### config.mk
export PLATFORM = sky130hd
export DESIGN_NAME = vdm_jobq
export DESIGN_NICKNAME = d
export VERILOG_FILES = /design/src/design/vdm_pkg.sv /design/src/design/vdm_jobq.sv
export SDC_FILE = /design/constraint.sdc
export NUM_CORES = 1
export LEC_CHECK = 0
export ABC_AREA = 1
export BUFFER_PORTS_ARGS = -buffer_cell sky130_fd_sc_hd__buf_2
export CAP_MARGIN = 40
export CORE_UTILIZATION = 30
export CTS_CLUSTER_DIAMETER = 30
export DETAILED_ROUTE_END_ITERATION = 16
export SLEW_MARGIN = 10
export SYNTH_ARGS = -nofsm -noshare
export SYNTH_HDL_FRONTEND = slang
export SYNTH_SLANG_ARGS = --single-unit
### constraint.sdc
create_clock -name i_clk -period 10.35 [get_ports i_clk]
set_input_delay 0 -clock i_clk [delete_from_list [all_inputs] [get_ports i_clk]]
set_output_delay 0 -clock i_clk [all_outputs]
set_load 0.02 [all_outputs]
### src/design/vdm_pkg.sv
`default_nettype none
package vdm_pkg;

    localparam int ACC_W       = 48;
    localparam int DIST_W      = 47;
    localparam int ROOT_W      = ACC_W / 2;
    localparam int MAX_DIM_DEF = 4096;
    localparam int JOBQ_DEPTH  = 2;
    localparam int JOBQ_CNT_W  = $clog2(JOBQ_DEPTH + 1);

    localparam logic [ACC_W-1:0] UACC_MAX = {ACC_W{1'b1}};
    localparam logic [ACC_W-1:0] OUT_LIM_U = 48'd35184372088832;
    localparam logic signed [ACC_W:0] OUT_LIM_S = 49'sd35184372088832;
    localparam logic [17:0] Q16_ONE = 18'd65536;

    typedef enum logic [1:0] {
        MT_SQ_L2 = 2'd0,
        MT_L2    = 2'd1,
        MT_COS   = 2'd2,
        MT_IP    = 2'd3
    } t_metric;

    typedef enum logic [3:0] {
        BK_IDLE,
        BK_DECODE,
        BK_ROOT_L2,
        BK_ROOT_A,
        BK_ROOT_B,
        BK_MUL,
        BK_PREP,
        BK_DIV,
        BK_FIN
    } t_back_state;

    typedef struct packed {
        logic signed [15:0] elem_a;
        logic signed [15:0] elem_b;
        logic               last;
    } t_in_beat;

    typedef struct packed {
        logic signed [DIST_W-1:0] distance;
        logic                     degenerate;
    } t_out_beat;

    typedef struct packed {
        logic [ACC_W-1:0]        sum_sq_diff;
        logic signed [ACC_W-1:0] dot_acc;
        logic [ACC_W-1:0]        norm_a_acc;
        logic [ACC_W-1:0]        norm_b_acc;
    } t_job;

    typedef struct packed {
        logic                  head_valid;
        logic [JOBQ_CNT_W-1:0] count;
    } t_jobq_status;

endpackage
`default_nettype wire

### src/design/vdm_jobq.sv
`default_nettype none
module vdm_jobq (
    input  wire logic                  i_clk,
    input  wire logic                  i_rst_n,
    input  wire logic                  i_push,
    input  wire vdm_pkg::t_job         i_job,
    input  wire logic                  i_pop,
    output vdm_pkg::t_job              o_job,
    output vdm_pkg::t_jobq_status      o_stat
);
    import vdm_pkg::*;

    localparam int PTR_W = (JOBQ_DEPTH > 1) ? $clog2(JOBQ_DEPTH) : 1;

    t_job                  r_mem [JOBQ_DEPTH];
    logic [PTR_W-1:0]      r_wp;
    logic [PTR_W-1:0]      r_rp;
    logic [JOBQ_CNT_W-1:0] r_count;
    logic                  do_pop;

    assign do_pop = i_pop && (r_count != '0);

    always_ff @(posedge i_clk) begin
        if (!i_rst_n) begin
            r_wp    <= '0;
            r_rp    <= '0;
            r_count <= '0;
        end else begin
            if (i_push) begin
                r_wp <= (r_wp == PTR_W'(JOBQ_DEPTH - 1)) ? '0 : r_wp + 1'b1;
            end
            if (do_pop) begin
                r_rp <= (r_rp == PTR_W'(JOBQ_DEPTH - 1)) ? '0 : r_rp + 1'b1;
            end
            if (i_push && !do_pop) begin
                r_count <= r_count + 1'b1;
            end else if (!i_push && do_pop) begin
                r_count <= r_count - 1'b1;
            end
        end
    end

    always_ff @(posedge i_clk) begin
        if (i_push) begin
            r_mem[r_wp] <= i_job;
        end
    end

    assign o_job             = r_mem[r_rp];
    assign o_stat.head_valid = (r_count != '0);
    assign o_stat.count      = r_count;

endmodule
`default_nettype wire

# Word level (Yosys, flattened, before mapping)
# Memory sizes are Yosys's and may differ from the RTL's. A register that Yosys moved wholly into a read port is not among the register bits.
# Cells that the tools add are included.
[word_totals] ff_bits=4 ramBits=384 input_bits=196 wordCells=23 n_memories=1
[mem_list] name="r_mem" depth=2 width=192 read_ports=1 rd_ports_with_merged_regs=1 write_ports=1 line_no="vdm_jobq.sv:15" text="t_job r_mem [JOBQ_DEPTH];"
[op_classes] add_sub_neg=4 muxes=8 reduce_logical=7
[op_table] operator="2-to-1 mux 1 bit" count=6
[op_table] operator="2-to-1 mux 2 bit" count=2
[op_table] operator="nonzero test 2 bit" count=2
[op_table] operator="logical AND 1 bit" count=3
[op_table] operator="adder 1 bit (second input constant)" count=2
[op_table] operator="adder 2 x 1 -> 2 bit (second input constant)" count=1
[op_table] operator="logical NOT 1 bit" count=2
[op_table] operator="subtractor 2 x 1 -> 2 bit (second input constant)" count=1

# Longest topological paths before layout
[depth] ltp_word=5 mapped_depth=9

# Least setup slack after synthesis
# No wires, ideal clock.
[synth_timing] path_type="reg2reg" from="register r_wp" to="memory r_mem[0][0] (netlist name) (enable)" arrival_ns=8.266 path_slack_ns=1.332 stages_incl_launch_ff=2 cell_sequence="dfxtp_1 > nor2_1"
[synth_lines] element="from (decl)" line_no="vdm_jobq.sv:16" text="logic [PTR_W-1:0] r_wp;"
[synth_lines] element="from (signal assigned)" line_no="vdm_jobq.sv:30" text="r_wp <= (r_wp == PTR_W'(JOBQ_DEPTH - 1)) ? '0 : r_wp + 1'b1;"
[synth_lines] element="to (decl)" line_no="vdm_jobq.sv:15"
# Straight into the memory's write port.

==> impl_summary.log <==
INFO  metric grt_antenna_before_repair = 2
INFO  metric combinational_share_of_power = 11.3%
INFO  metric globalplace.congestion = 0.7096
INFO  metric synth.ff_latch_count = 389
INFO  metric whs_path_depth = 2
INFO  metric cts_tree = yes
INFO  metric pin_count = 391
INFO  metric post-layout-total-power = 5.153 mW
INFO  metric crit_fanout = 58
INFO  metric synthCells = 632
INFO  metric floorplan.die_area = 0.04806 sq mm
INFO  metric die_w = 219.2 um
INFO  metric clock_sink_count = 389
INFO  metric final_antenna_net_count = 0
INFO  metric clock_insertion_delay_worst_skew = 590 ps
INFO  metric finalNetCount = 1,496
INFO  metric flow.area_growth_from_synthesis = 53.58%
INFO  metric post_synth_num_cell_types = 14
INFO  metric layout_commonest_cell = buf_2
INFO  metric preCtsSetupSlack = 7800 ps
INFO  metric max_cap_violations = 0
INFO  metric drt_iter0_drcs = 356
INFO  metric peakVddDrop = 0.1637 mV
INFO  metric cts.root.buffer_cell = clkbuf_16
INFO  metric cts_made_buffers = 87
INFO  metric cts_htree_levels = 3
INFO  metric post_cts_setup_buffers = 0
INFO  metric min-delay-path-class = input pin to flip-flop
INFO  metric first_global_vias = 9,132
INFO  metric globalRouteTotalUtil = 13.27%
INFO  metric pin_slew_with_the_least_headroom_to_its_limit = 834.5 ps
INFO  metric n_fill_cell = 3,992
INFO  metric power.internal = 3.956 mW
INFO  metric fin_crit = 2894 ps
INFO  metric syn-mean-instance-area = 22.40 sq um
INFO  metric wp_data_required = 10,350 ps
INFO  metric std_cell_rows = 79
INFO  metric routed_vias = 8,331
INFO  metric maxSlewHeadroom = 44.36%
INFO  metric fmaxAchievable = 345.6 MHz
INFO  metric path_clk_slew = 50 ps
INFO  metric syn_nets = 829
INFO  metric ys_seq_area_share = 82.17%
INFO  metric timing.setup.critical_path_class = flip-flop to output pin
INFO  metric power.net_switching = 1.197 mW
INFO  metric cpPeakStageDelay = 870 ps
INFO  metric finalWirelength = 32.47 mm
INFO  metric crit_path_cell_trace = buf_4 > buf_16 > mux2_2 > buf_2
INFO  metric final.setup_skew = 14.74 ps
INFO  metric share_clk_of_total_power = 52.5%
INFO  metric yosys_most_used_dff = edfxtp_1
INFO  metric seq_area = 0.01163 sq mm
INFO  metric clock_path_buffers = 3
INFO  metric wire_length_of_the_first_global_routing_pass = 48.47 mm
INFO  metric post_synth_instance_area = 0.01415 sq mm
INFO  metric swShare = 23.23%
INFO  metric tns = 0 ps
INFO  metric finalSetupViolations = 0
INFO  metric vias_per_cell = 4.216
INFO  metric critical_path_sink_type = output pin
INFO  metric io_buffers = 390
INFO  metric coreArea = 0.04656 sq mm
INFO  metric initial_core_utilization = 30.40%
INFO  metric fin_crit_sh = 27.96%
INFO  metric power.density = 237.1 mW/mm^2
INFO  metric timing.critical_path.slowest_stage_cell = dfxtp_4
INFO  metric reg2reg_depth = 3
INFO  metric multi_input_comb_area = 0.002271 sq mm
INFO  metric remaining_drc_errors = 0
INFO  metric finalHoldViolations = 0
INFO  metric die_height = 219.2 um
INFO  metric sequentialPowerShare = 36.2%
INFO  metric finalWorstSetupSlack = 7456 ps
INFO  metric mostFrequentLayoutCells = 390 x buf_2, 384 x edfxtp_1, 198 x dlygate4sd3_1
INFO  metric routed_wire_length_per_instance = 16.43 um
INFO  metric setup.worst_path.start_class = flip-flop
INFO  metric total_count_of_max_transition_violations_in_the_final_report = 0
INFO  metric unrepaired_setup_endpoints_after_global_routing = false
INFO  metric grt_start_max_net_pins = 93
INFO  metric status = complete, no violations
INFO  metric synth-warning-count = 0
INFO  metric place.detailed.hpwl = 19.66 mm
INFO  metric number_of_enable_flip_flop_cells_after_synthesis = 384
INFO  metric worst_ep_arrival_time = 2890 ps
INFO  metric power.static_leakage = 8.304 nW
INFO  metric postSynth.asyncResetShare = 0%
INFO  metric globalRoute.totalOverflow = 0
INFO  metric drt_pre_antenna_iters = 4
INFO  metric post_route_cells_drive_above_1_share = 53.81%
## cells in the mapped netlist, types with 5 or more instances
library cell  instances  area, sq um
mux2_2              192         2162
inv_1                 8        30.03
edfxtp_1            384        11530
nor2_1                7        26.28
dfxtp_1               5        100.1
nand2_1               9        33.78
buf_6                20        225.2
## power groups by stage
stage / registers [mW] / logic [mW] / clock network (mW)
6_report: 1.87 / 0.580 / 2.71
5_1_grt: 1.87 / 0.621 / 2.85
4_1_cts: 1.87 / 0.588 / 2.77
3_5_place_dp: 1.89 / 0.523 / 0
3_3_place_gp: 1.89 / 0.510 / 0
2_1_floorplan: 1.89 / 0.351 / 0
## final timing paths
kind / from / end / slack [ps]
hold / removal: i_job[105] / r_mem[0][105] / 130
setup / recovery: flip-flop / o_job[46] / 7460
setup reg to reg: r_wp / r_mem[0][20] / 7840
hold reg to reg: r_rp / r_rp / 510
## per-stage QoR
step / std cells / cell area (sq um) / util [%] / hold slack, ps
floorplan: 632 / 14150 / - / 98.87
global placement: 1615 / 16710 / 35.89 / 187.5
detailed placement: 1619 / 16820 / 36.12 / 191.1
CTS: 1973 / 21730 / 46.68 / 72.21
global route: 1975 / 21740 / 46.69 / 95.35
finish: 1976 / 21740 / 46.69 / 126.3
## cells by family (layout without fill, tap and decap cells)
kind of cell / after synthesis / in the layout / synth area share (%)
and+or+nand+nor: 18 / 18 / 0.5039
AOI/OAI and AO/OA: 3 / 3 / 0.1237
other: 0 / 3 / 0
DFF: 389 / 389 / 82.17
adders and majority gates: 1 / 1 / 0.08838
muxes: 192 / 192 / 15.27
buffers and inverters: 29 / 763 / 1.839
## state kept, by name, summed over array words and instances (netlist names), named ones only
name,cells
r_count,2
r_wp,1
r_mem,384
r_rp,1
## metal layers
layer,vias to the layer above,wire length (um),track usage (%)
met3,60,2886,5.378
met1,4048,12470,14.27
met5,-,0,0
met4,0,823,6.435
li1,3889,-,-
met2,334,16290,22.56
## layout make-up
| cell class | count | area share [%] |
|---|---|---|
| sequential | 389 | 53.52 |
| clock buffer | 95 | 10.35 |
| inverter | 8 | 0.1727 |
| timing repair buffer | 599 | 18.84 |
| tap | 607 | 3.494 |
| antenna | 3 | 0.03453 |
| clock inverter | 61 | 3.137 |
| multi-input combinational | 214 | 10.45 |
## worst max-delay path: cells and delay by family, from the launching register on
kind     cells  cell delay (ps)
buf+inv      3              940
flops        1              870
mux          1              380
## repair_timing
item                                   4_1_cts  5_1_grt
endpoints found under the hold margin      399        0
gates resized for setup                      0        0
hold buffers                               198        0
(Power assumes the default switching activity.)
