[config.mk]
export PLATFORM = sky130hd
export DESIGN_NAME = vdm_back
export DESIGN_NICKNAME = d
export VERILOG_FILES = /design/src/design/vdm_pkg.sv /design/src/design/vdm_isqrt.sv /design/src/design/vdm_back.sv
export SDC_FILE = /design/constraint.sdc
export NUM_CORES = 2
export LEC_CHECK = 0
export ABC_CLOCK_PERIOD_IN_PS = 35800
export BUFFER_PORTS_ARGS = -buffer_cell sky130_fd_sc_hd__clkbuf_2
export CORE_MARGIN = 2
export CORE_UTILIZATION = 65
export CTS_BUF_LIST = sky130_fd_sc_hd__clkbuf_8
export CTS_CLUSTER_DIAMETER = 200
export DETAILED_ROUTE_END_ITERATION = 6
export PLACE_DENSITY = 0.83
export SLEW_MARGIN = 30
export SYNTH_ARGS = -nofsm -noshare
export SYNTH_HDL_FRONTEND = slang
export SYNTH_SLANG_ARGS = --single-unit
[constraint.sdc]
create_clock -name i_clk -period 35.8 [get_ports i_clk]
set_clock_uncertainty 0.2 [all_clocks]
set_input_delay 7.16 -clock i_clk [delete_from_list [all_inputs] [get_ports i_clk]]
set_output_delay 7.16 -clock i_clk [all_outputs]
set_load 0.005 [all_outputs]
[src/design/vdm_pkg.sv]
`default_nettype none
package vdm_pkg;

    localparam int ACC_W       = 48;
    localparam int DIST_W      = 47;
    localparam int ROOT_W      = ACC_W / 2;
    localparam int MAX_DIM_DEF = 4096;
    localparam int JOBQ_DEPTH  = 2;
    localparam int JOBQ_CNT_W  = $clog2(JOBQ_DEPTH + 1);

    localparam logic [ACC_W-1:0] UACC_MAX = {ACC_W{1'b1}};
    localparam logic [ACC_W-1:0] OUT_LIM_U = 48'd35184372088832;
    localparam logic signed [ACC_W:0] OUT_LIM_S = 49'sd35184372088832;
    localparam logic [17:0] Q16_ONE = 18'd65536;

    typedef enum logic [1:0] {
        MT_SQ_L2 = 2'd0,
        MT_L2    = 2'd1,
        MT_COS   = 2'd2,
        MT_IP    = 2'd3
    } t_metric;

    typedef enum logic [3:0] {
        BK_IDLE,
        BK_DECODE,
        BK_ROOT_L2,
        BK_ROOT_A,
        BK_ROOT_B,
        BK_MUL,
        BK_PREP,
        BK_DIV,
        BK_FIN
    } t_back_state;

    typedef struct packed {
        logic signed [15:0] elem_a;
        logic signed [15:0] elem_b;
        logic               last;
    } t_in_beat;

    typedef struct packed {
        logic signed [DIST_W-1:0] distance;
        logic                     degenerate;
    } t_out_beat;

    typedef struct packed {
        logic [ACC_W-1:0]        sum_sq_diff;
        logic signed [ACC_W-1:0] dot_acc;
        logic [ACC_W-1:0]        norm_a_acc;
        logic [ACC_W-1:0]        norm_b_acc;
    } t_job;

    typedef struct packed {
        logic                  head_valid;
        logic [JOBQ_CNT_W-1:0] count;
    } t_jobq_status;

endpackage
`default_nettype wire

[src/design/vdm_isqrt.sv]
`default_nettype none
module vdm_isqrt (
    input  wire logic                        i_clk,
    input  wire logic                        i_rst_n,
    input  wire logic                        i_start,
    input  wire logic [vdm_pkg::ACC_W-1:0]   i_operand,
    output logic                             o_done,
    output logic [vdm_pkg::ROOT_W-1:0]       o_root
);
    import vdm_pkg::*;

    localparam int CNT_W = $clog2(ROOT_W);

    logic               r_busy;
    logic               r_done;
    logic [CNT_W-1:0]   r_cnt;
    logic [ACC_W-1:0]   r_op;
    logic [ROOT_W+1:0]  r_rem;
    logic [ROOT_W-1:0]  r_root;
    logic [ROOT_W+1:0]  rem_sh;
    logic [ROOT_W+1:0]  trial;
    logic               ge;

    // two bits of the radicand per step
    assign rem_sh = {r_rem[ROOT_W-1:0], r_op[ACC_W-1 -: 2]};
    assign trial  = {r_root, 2'b01};
    assign ge     = (rem_sh >= trial);

    always_ff @(posedge i_clk) begin
        if (!i_rst_n) begin
            r_busy <= 1'b0;
            r_done <= 1'b0;
        end else begin
            r_done <= 1'b0;
            if (i_start) begin
                r_busy <= 1'b1;
            end else if (r_busy && (r_cnt == CNT_W'(ROOT_W - 1))) begin
                r_busy <= 1'b0;
                r_done <= 1'b1;
            end
        end
    end

    always_ff @(posedge i_clk) begin
        if (i_start) begin
            r_cnt  <= '0;
            r_op   <= i_operand;
            r_rem  <= '0;
            r_root <= '0;
        end else if (r_busy) begin
            r_cnt  <= r_cnt + 1'b1;
            r_op   <= {r_op[ACC_W-3:0], 2'b00};
            r_rem  <= ge ? rem_sh - trial : rem_sh;
            r_root <= {r_root[ROOT_W-2:0], ge};
        end
    end

    assign o_done = r_done;
    assign o_root = r_root;

endmodule
`default_nettype wire

[src/design/vdm_back.sv]
`default_nettype none
module vdm_back (
    input  wire logic                  i_clk,
    input  wire logic                  i_rst_n,
    input  wire logic                  i_cfg_we,
    input  wire logic [1:0]            i_cfg_wdata,
    input  wire vdm_pkg::t_jobq_status i_q_stat,
    input  wire vdm_pkg::t_job         i_job,
    output logic                       o_job_pop,
    output logic                       empty,
    input  wire logic                  pop,
    output vdm_pkg::t_out_beat         o_out_beat
);
    import vdm_pkg::*;

    t_metric          r_metric;
    t_back_state      r_state, n_state;
    t_job             r_job;
    logic             r_out_valid;
    t_out_beat        r_out;
    logic [ROOT_W-1:0] r_ra, r_rb;
    logic [ACC_W-1:0] r_den;
    logic [63:0]      r_num;
    logic [ACC_W-1:0] r_rem;
    logic [5:0]       r_div_cnt;

    logic             sq_start;
    logic [ACC_W-1:0] sq_operand;
    logic             sq_done;
    logic [ROOT_W-1:0] sq_root;
    logic             res_load;
    t_out_beat        n_res;
    logic             job_degen;
    logic [ACC_W-1:0] mag;
    logic signed [ACC_W:0] neg_dot;
    logic [ACC_W:0]   rem_sh;
    logic             div_ge;
    logic [16:0]      q_clamp;
    logic [17:0]      cos_dist;

    vdm_isqrt u_isqrt (
        .i_clk     (i_clk),
        .i_rst_n   (i_rst_n),
        .i_start   (sq_start),
        .i_operand (sq_operand),
        .o_done    (sq_done),
        .o_root    (sq_root)
    );

    assign job_degen = (r_job.norm_a_acc == '0) || (r_job.norm_b_acc == '0);
    assign mag = r_job.dot_acc[ACC_W-1] ? ACC_W'(-r_job.dot_acc) : ACC_W'(r_job.dot_acc);
    assign neg_dot = -{r_job.dot_acc[ACC_W-1], r_job.dot_acc};
    assign rem_sh = {r_rem, r_num[63]};
    assign div_ge = (rem_sh >= {1'b0, r_den});
    assign q_clamp = (r_num > 64'(Q16_ONE)) ? 17'(Q16_ONE) : r_num[16:0];
    assign cos_dist = r_job.dot_acc[ACC_W-1] ? Q16_ONE + 18'(q_clamp)
                                             : Q16_ONE - 18'(q_clamp);

    always_comb begin
        n_state = r_state;
        case (r_state)
            BK_IDLE:    if (o_job_pop) n_state = BK_DECODE;
            BK_DECODE: begin
                case (r_metric)
                    MT_L2:   n_state = BK_ROOT_L2;
                    MT_COS:  n_state = job_degen ? BK_IDLE : BK_ROOT_A;
                    default: n_state = BK_IDLE;
                endcase
            end
            BK_ROOT_L2: if (sq_done) n_state = BK_IDLE;
            BK_ROOT_A:  if (sq_done) n_state = BK_ROOT_B;
            BK_ROOT_B:  if (sq_done) n_state = BK_MUL;
            BK_MUL:     n_state = BK_PREP;
            BK_PREP:    n_state = BK_DIV;
            BK_DIV:     if (r_div_cnt == 6'd63) n_state = BK_FIN;
            BK_FIN:     n_state = BK_IDLE;
            default:    n_state = BK_IDLE;
        endcase
    end

    always_comb begin
        o_job_pop  = 1'b0;
        sq_start   = 1'b0;
        sq_operand = r_job.sum_sq_diff;
        res_load   = 1'b0;
        n_res      = '0;
        case (r_state)
            BK_IDLE: o_job_pop = i_q_stat.head_valid && !r_out_valid;
            BK_DECODE: begin
                case (r_metric)
                    MT_SQ_L2: begin
                        res_load = 1'b1;
                        n_res.distance = (r_job.sum_sq_diff > OUT_LIM_U) ?
                            DIST_W'(OUT_LIM_U) : DIST_W'(r_job.sum_sq_diff);
                    end
                    MT_L2: sq_start = 1'b1;
                    MT_COS: begin
                        if (job_degen) begin
                            res_load         = 1'b1;
                            n_res.distance   = DIST_W'(Q16_ONE);
                            n_res.degenerate = 1'b1;
                        end else begin
                            sq_start   = 1'b1;
                            sq_operand = r_job.norm_a_acc;
                        end
                    end
                    default: begin
                        res_load = 1'b1;
                        if (neg_dot > OUT_LIM_S) begin
                            n_res.distance = DIST_W'(OUT_LIM_S);
                        end else if (neg_dot < -OUT_LIM_S) begin
                            n_res.distance = DIST_W'(-OUT_LIM_S);
                        end else begin
                            n_res.distance = DIST_W'(neg_dot);
                        end
                    end
                endcase
            end
            BK_ROOT_L2: begin
                res_load       = sq_done;
                n_res.distance = DIST_W'(sq_root);
            end
            BK_ROOT_A: begin
                sq_start   = sq_done;
                sq_operand = r_job.norm_b_acc;
            end
            BK_FIN: begin
                res_load       = 1'b1;
                n_res.distance = DIST_W'(cos_dist);
            end
            default: ;
        endcase
    end

    always_ff @(posedge i_clk) begin
        if (!i_rst_n) begin
            r_state     <= BK_IDLE;
            r_metric    <= MT_SQ_L2;
            r_out_valid <= 1'b0;
        end else begin
            r_state <= n_state;
            if (i_cfg_we) begin
                r_metric <= t_metric'(i_cfg_wdata);
            end
            if (res_load) begin
                r_out_valid <= 1'b1;
            end else if (pop && r_out_valid) begin
                r_out_valid <= 1'b0;
            end
        end
    end

    always_ff @(posedge i_clk) begin
        if (o_job_pop) begin
            r_job <= i_job;
        end
        if (res_load) begin
            r_out <= n_res;
        end
        if (r_state == BK_ROOT_A && sq_done) begin
            r_ra <= sq_root;
        end
        if (r_state == BK_ROOT_B && sq_done) begin
            r_rb <= sq_root;
        end
        if (r_state == BK_MUL) begin
            r_den <= ACC_W'(r_ra) * ACC_W'(r_rb);
        end
        if (r_state == BK_PREP) begin
            r_num     <= {mag, 16'b0} + 64'(r_den >> 1);
            r_rem     <= '0;
            r_div_cnt <= '0;
        end
        // restoring divide, quotient shifts into the numerator register
        if (r_state == BK_DIV) begin
            r_div_cnt <= r_div_cnt + 1'b1;
            r_rem     <= div_ge ? ACC_W'(rem_sh - {1'b0, r_den}) : rem_sh[ACC_W-1:0];
            r_num     <= {r_num[62:0], div_ge};
        end
    end

    assign empty      = !r_out_valid;
    assign o_out_beat = r_out;

endmodule
`default_nettype wire

# ---- Yosys cells after proc, flatten, opt, wreduce, memory -nomap -nowiden
# Cells that the tools add are included.
dict set report op_classes {
  n_bitwise 1
  div 0
  n_lt_le_gt_ge 6
  reduce_logical 18
  addsub 9
  eq_ne 17
  muxes 42
  multipliers 1
  shift 0
}
# cell count
set op_table {}
lappend op_table {{$mux 48} 8}
lappend op_table {{$pmux 47 s3} 2}
lappend op_table {{$mux 47} 3}
lappend op_table {{$mux 64} 2}
lappend op_table {{$logic_not 48->1} 2}
lappend op_table {{$pmux 48 s2} 1}
lappend op_table {{$add 64x47->64} 1}
lappend op_table {{$gt 64x17->1 const B} 1}
lappend op_table {{$ge 49x48->1} 1}
lappend op_table {{$gt 49x47->1 const B} 1}
lappend op_table {{$lt 49x46->1 const B} 1}
lappend op_table {{$neg 49->49} 1}
lappend op_table {{$gt 48x46->1 const B} 1}
lappend op_table {{$mul 24x24->48} 1}
lappend op_table {{$neg 48->48} 1}
lappend op_table {{$sub 48x48->48} 1}
lappend op_table {{$mux 18} 2}
lappend op_table {{$pmux 4 s8} 1}
lappend op_table {{$ge 26x26->1} 1}
lappend op_table {{$mux 24} 1}
lappend op_table {{$sub 24x24->24} 1}
lappend op_table {{$mux 4} 5}
lappend op_table {{$add 17x17->18 const A} 1}
lappend op_table {{$sub 17x17->18 const A} 1}
lappend op_table {{29 further kinds} 53}
dict set report totals {
  in_bits 201
  latch_bits 0
  register_bits 564
  ramBits 0
  rom_bits 0
  out_inout_bits 50
  elab_cells 115
  memories 0
}

# ---- Longest topological paths before layout
dict set report depth {
  word_depth 6
  depth_mapped 27
  mapped_depth_nobuf 26
}

# ---- By module
# Synthesis repeated with hierarchy kept, for this count alone.
dict set report hier_totals {
  hier_cells 4945
  area_unflattened_um2 49140.9
}
# mod area_per_inst_um2 cells_per_inst n_inst seq_area_each_um2
set modules_own_cells {}
lappend modules_own_cells {vdm_back 43523.0 4402 1 13773.2}
lappend modules_own_cells {vdm_isqrt 5617.9 543 1 2542.4}

# ---- Least setup slack after synthesis
# OpenSTA, ideal clock, no wires.
dict set report synth_path {
  path_kind {input to output}
  start {input i_q_stat[2] in the netlist's numbering}
  end {output o_job_pop}
  stages 1
  t_required_ns 28.440
  path_buffers 0
  arrival_time_ns 25.339
  slack_ns 3.101
  path_cell_list {nor4bb_1}
}
dict set report synth_between {
  elab_chain_cells 2
}
# item line_no
set synth_rtl {}
lappend synth_rtl {{start, declared} vdm_back.sv:7} ;# input wire vdm_pkg::t_jobq_status i_q_stat,
lappend synth_rtl {{$logic_and 1x1->1} vdm_back.sv:88} ;# BK_IDLE: o_job_pop = i_q_stat.head_valid && !r_out_valid;
lappend synth_rtl {{$mux 1} vdm_back.sv:87} ;# case (r_state)
lappend synth_rtl {{end, declared} vdm_back.sv:9} ;# output logic o_job_pop,
# No other way between the ends.

# ---- Worst setup path in the final report
# Ends and elaborated chain as after synthesis.

==> reports/results.txt <==
delay-heaviest family, CP -> buffers and inverters
number of I/O port buffers -> 248
DRC -> 87
Post-synth EDFFs -> 502
Synth Area in XOR/XNOR -> 4.43%
Setup crit end kind -> output pin
Max Cap Viol -> 0
f_max -> 63.2 MHz
worst slew pin tran -> 1.08 ns
PostCTS Resize Cnt -> 0
adder-cell area share of the yosys netlist -> 27.4%
crit share post-route -> 44.2%
Hold WC Path Type -> reg -> reg
gr usage total -> 35.4%
Unique masters post-synth -> 78
Core Rows -> 100
complex-gate fraction of the synthesized area -> 11.1%
syn_nets -> 5,861
# nets final -> 6,025
Lkg Pwr -> 23.3 nW
Synth Instances -> 4,888
most frequent cells in the layout -> 679 x inv_1, 507 x nand2_1, 502 x edfxtp_1
Clock Tree Buf Depth -> 3
Max VDD drop -> 0.0000744 V
multi-input logic area -> 28,900 um2
worst skew pair latency -> 0.76 ns
I/O pin count -> 251
Area Overhead vs Synth -> 8.52%
Max Used Layer -> met5
Final Critical Period -> 15.82 ns
WS Path Type -> in -> out
fin. max-slew vios -> 0
DP Wirelength -> 101,000 um
sequential share of the synthesized area -> 33.6%
Die Y -> 277 um
first-pass GRT wire length -> 211,000 um
Seq. cell area -> 16,300 um2
Critical Path AT -> 8.46 ns
violations in the final reports -> design-rule violations
core footprint -> 74,200 um2
met3 WL -> 14,900 um
Pwr Density -> 35.5 nW/um2
Sink Count -> 564
Post-CTS Setup Inserts -> 0
Worst Path Buf+Inv -> 3
width of the die -> 277 um
initial antenna violation count -> 8
post-synthesis register bit count -> 564
endpoints failing setup -> 0
DR iter-0 viols -> 4,281
Hold-fix buffers, CTS -> 0
mux share of post-synthesis cell area -> 1.32%
Synth Area in Simple Gates -> 15.1%
pin count of the biggest net entering global routing -> 92
die area -> 76,800 um2
Final Hold Viols -> 0
Vias -> 38,100
Crit-path slowest cell -> buf_4
Min Hold Slack -> 0.299 ns
GP Congestion -> 0.950
met2 WL -> 62,100 um
Root Driver -> clkbuf_8
Critical Path, Cell by Cell -> clkbuf_2 -> nor4bb_4 -> buf_4 -> clkbuf_2
total congestion overflow -> 0
Setup TNS -> 0 ns
status -> finished, violations left
slowest cell delay on critical path -> 0.62 ns
largest family of logic cells by synthesized area -> adder cells
vias in the first global route -> 38,100
Non-Filler Instances -> 6,100
CTS Buf Count -> 92
Slew headroom -> 27.9%
DP Cell Count -> 5,925
most used cell, CP -> clkbuf_2
Post-synth ARST share -> 0%
First-pass DRT Iterations -> 7
vias per cell -> 6.24
Critical Path RT -> 28.44 ns
met1 WL -> 50,200 um
CTS H-tree lvls -> 3
share of cells above drive strength 1 -> 9.31%
synth warn -> 0
Synth Area per Inst -> 9.92 um2
Initial Util -> 65.4%
Clock Pin Slew Worst Setup and Hold Paths -> 0.06 ns
routed len/inst -> 22.2 um
fill count -> 5,300
CP Max Fanout -> 56
CTS tree -> yes
Util after Layout -> 70.9%
main flop type after synthesis -> edfxtp_1
commonest non-fill, non-tap cell in the layout -> inv_1
Post-Syn Area -> 48,500 um2
RSZ-0062 raised after global routing -> false
CP Launch Type -> input port
Post-DRT Antenna Nets -> 0
Routed WL -> 135,000 um
## power by group
part | total, mW | internal, mW | switching [mW] | leakage, nW
Combinational | 0.415 | 0.171 | 0.244 | 17.0
Sequential | 0.857 | 0.792 | 0.0652 | 5.23
Clock | 0.597 | 0.311 | 0.286 | 1.06
## layer usage
layer	track usage (%)	vias up
met5	0	-
met4	19.0	4
met3	8.43	448
met2	55.7	2258
met1	45.7	18500
li1	-	16900
## tightest hold or removal path: cells and delay by family (launching register included)
family,cells,cell delay (ns)
AOI/OAI and AO/OA,1,0.07
and+or+nand+nor,1,0.06
DFF,1,0.33
## state kept, by name, indices dropped and copies added (netlist names)
signal,cells
o_out_beat,48
u_isqrt.r_cnt,5
r_div_cnt,6
u_isqrt.r_rem,24
r_den,48
r_out_valid,1
r_job,192
r_metric,2
r_state,4
r_num,64
r_ra,24
r_rem,48
u_isqrt.o_done,1
u_isqrt.o_root,24
u_isqrt.r_busy,1
r_rb,24
u_isqrt.r_op,48
## synthesized netlist by cell type, drive strengths merged, types with 21 or more instances
master,count,area share (%)
nand3,58,0.60
a211oi,22,0.34
inv,658,5.1
ha,288,7.4
xnor2,162,2.9
nor4,69,0.89
a21oi,299,3.1
and2,304,3.9
nand2,508,3.9
fa,484,20
o21ai,166,1.7
clkbuf,224,1.7
nor3,68,0.70
nand4,54,0.70
nor2b,21,0.27
xor2,83,1.5
nor2,309,2.4
mux2i,63,1.3
edfxtp,502,31
a222oi,63,1.3
a21o,84,1.3
dfxtp,62,2.6
nand2b,25,0.32
or3,30,0.39
## area by class of cell
type,count,area share [%]
Multi-Input combinational cell,3427,55.0
Sequential cell,564,31.0
Inverter,658,4.69
Timing Repair Buffer,309,3.38
Clock buffer,99,2.59
Tap cell,969,2.30
Clock inverter,69,1.03
Antenna cell,5,0.0238
## final timing paths
| path | start | endpoint | slack, ns | cells past startpoint |
|---|---|---|---|---|
| worst max-delay path | i_q_stat[2] | o_job_pop | 19.98 | 4 |
| worst min-delay path | u_isqrt.r_rem[21]$_SDFFE_PP0P_ | u_isqrt.r_rem[23]$_SDFFE_PP0P_ | 0.30 | 2 |
| worst max register to register | r_ra[13]$_DFFE_PP_ | r_den[47]$_DFFE_PP_ | 27.06 | 24 |
| worst min register to register | u_isqrt.r_rem[21]$_SDFFE_PP0P_ | u_isqrt.r_rem[23]$_SDFFE_PP0P_ | 0.30 | 2 |
## kinds of logic (layout without fill, tap and decap cells)
| kind of cell | after synthesis | in the layout |
|---|---|---|
| AO/OA/AOI/OAI | 835 | 835 |
| XOR/XNOR | 245 | 245 |
| adder cells (fa/ha/maj) | 772 | 772 |
| buffers and inverters | 897 | 1135 |
| flip-flops | 564 | 564 |
| multiplexers | 64 | 64 |
| other | 0 | 5 |
| AND/OR/NAND/NOR | 1511 | 1511 |
## through the flow
stage          area, um2  power, mW  setup WS (ns)
2_1_floorplan      48500       1.16           3.10
3_3_place_gp       50600       1.25          20.06
3_5_place_dp       50700       1.27          20.03
4_1_cts            52600       1.86          20.03
5_1_grt            52600       1.94          19.92
6_report           52600       1.87          19.98
Note: power is estimated with default switching activity, not from simulation.
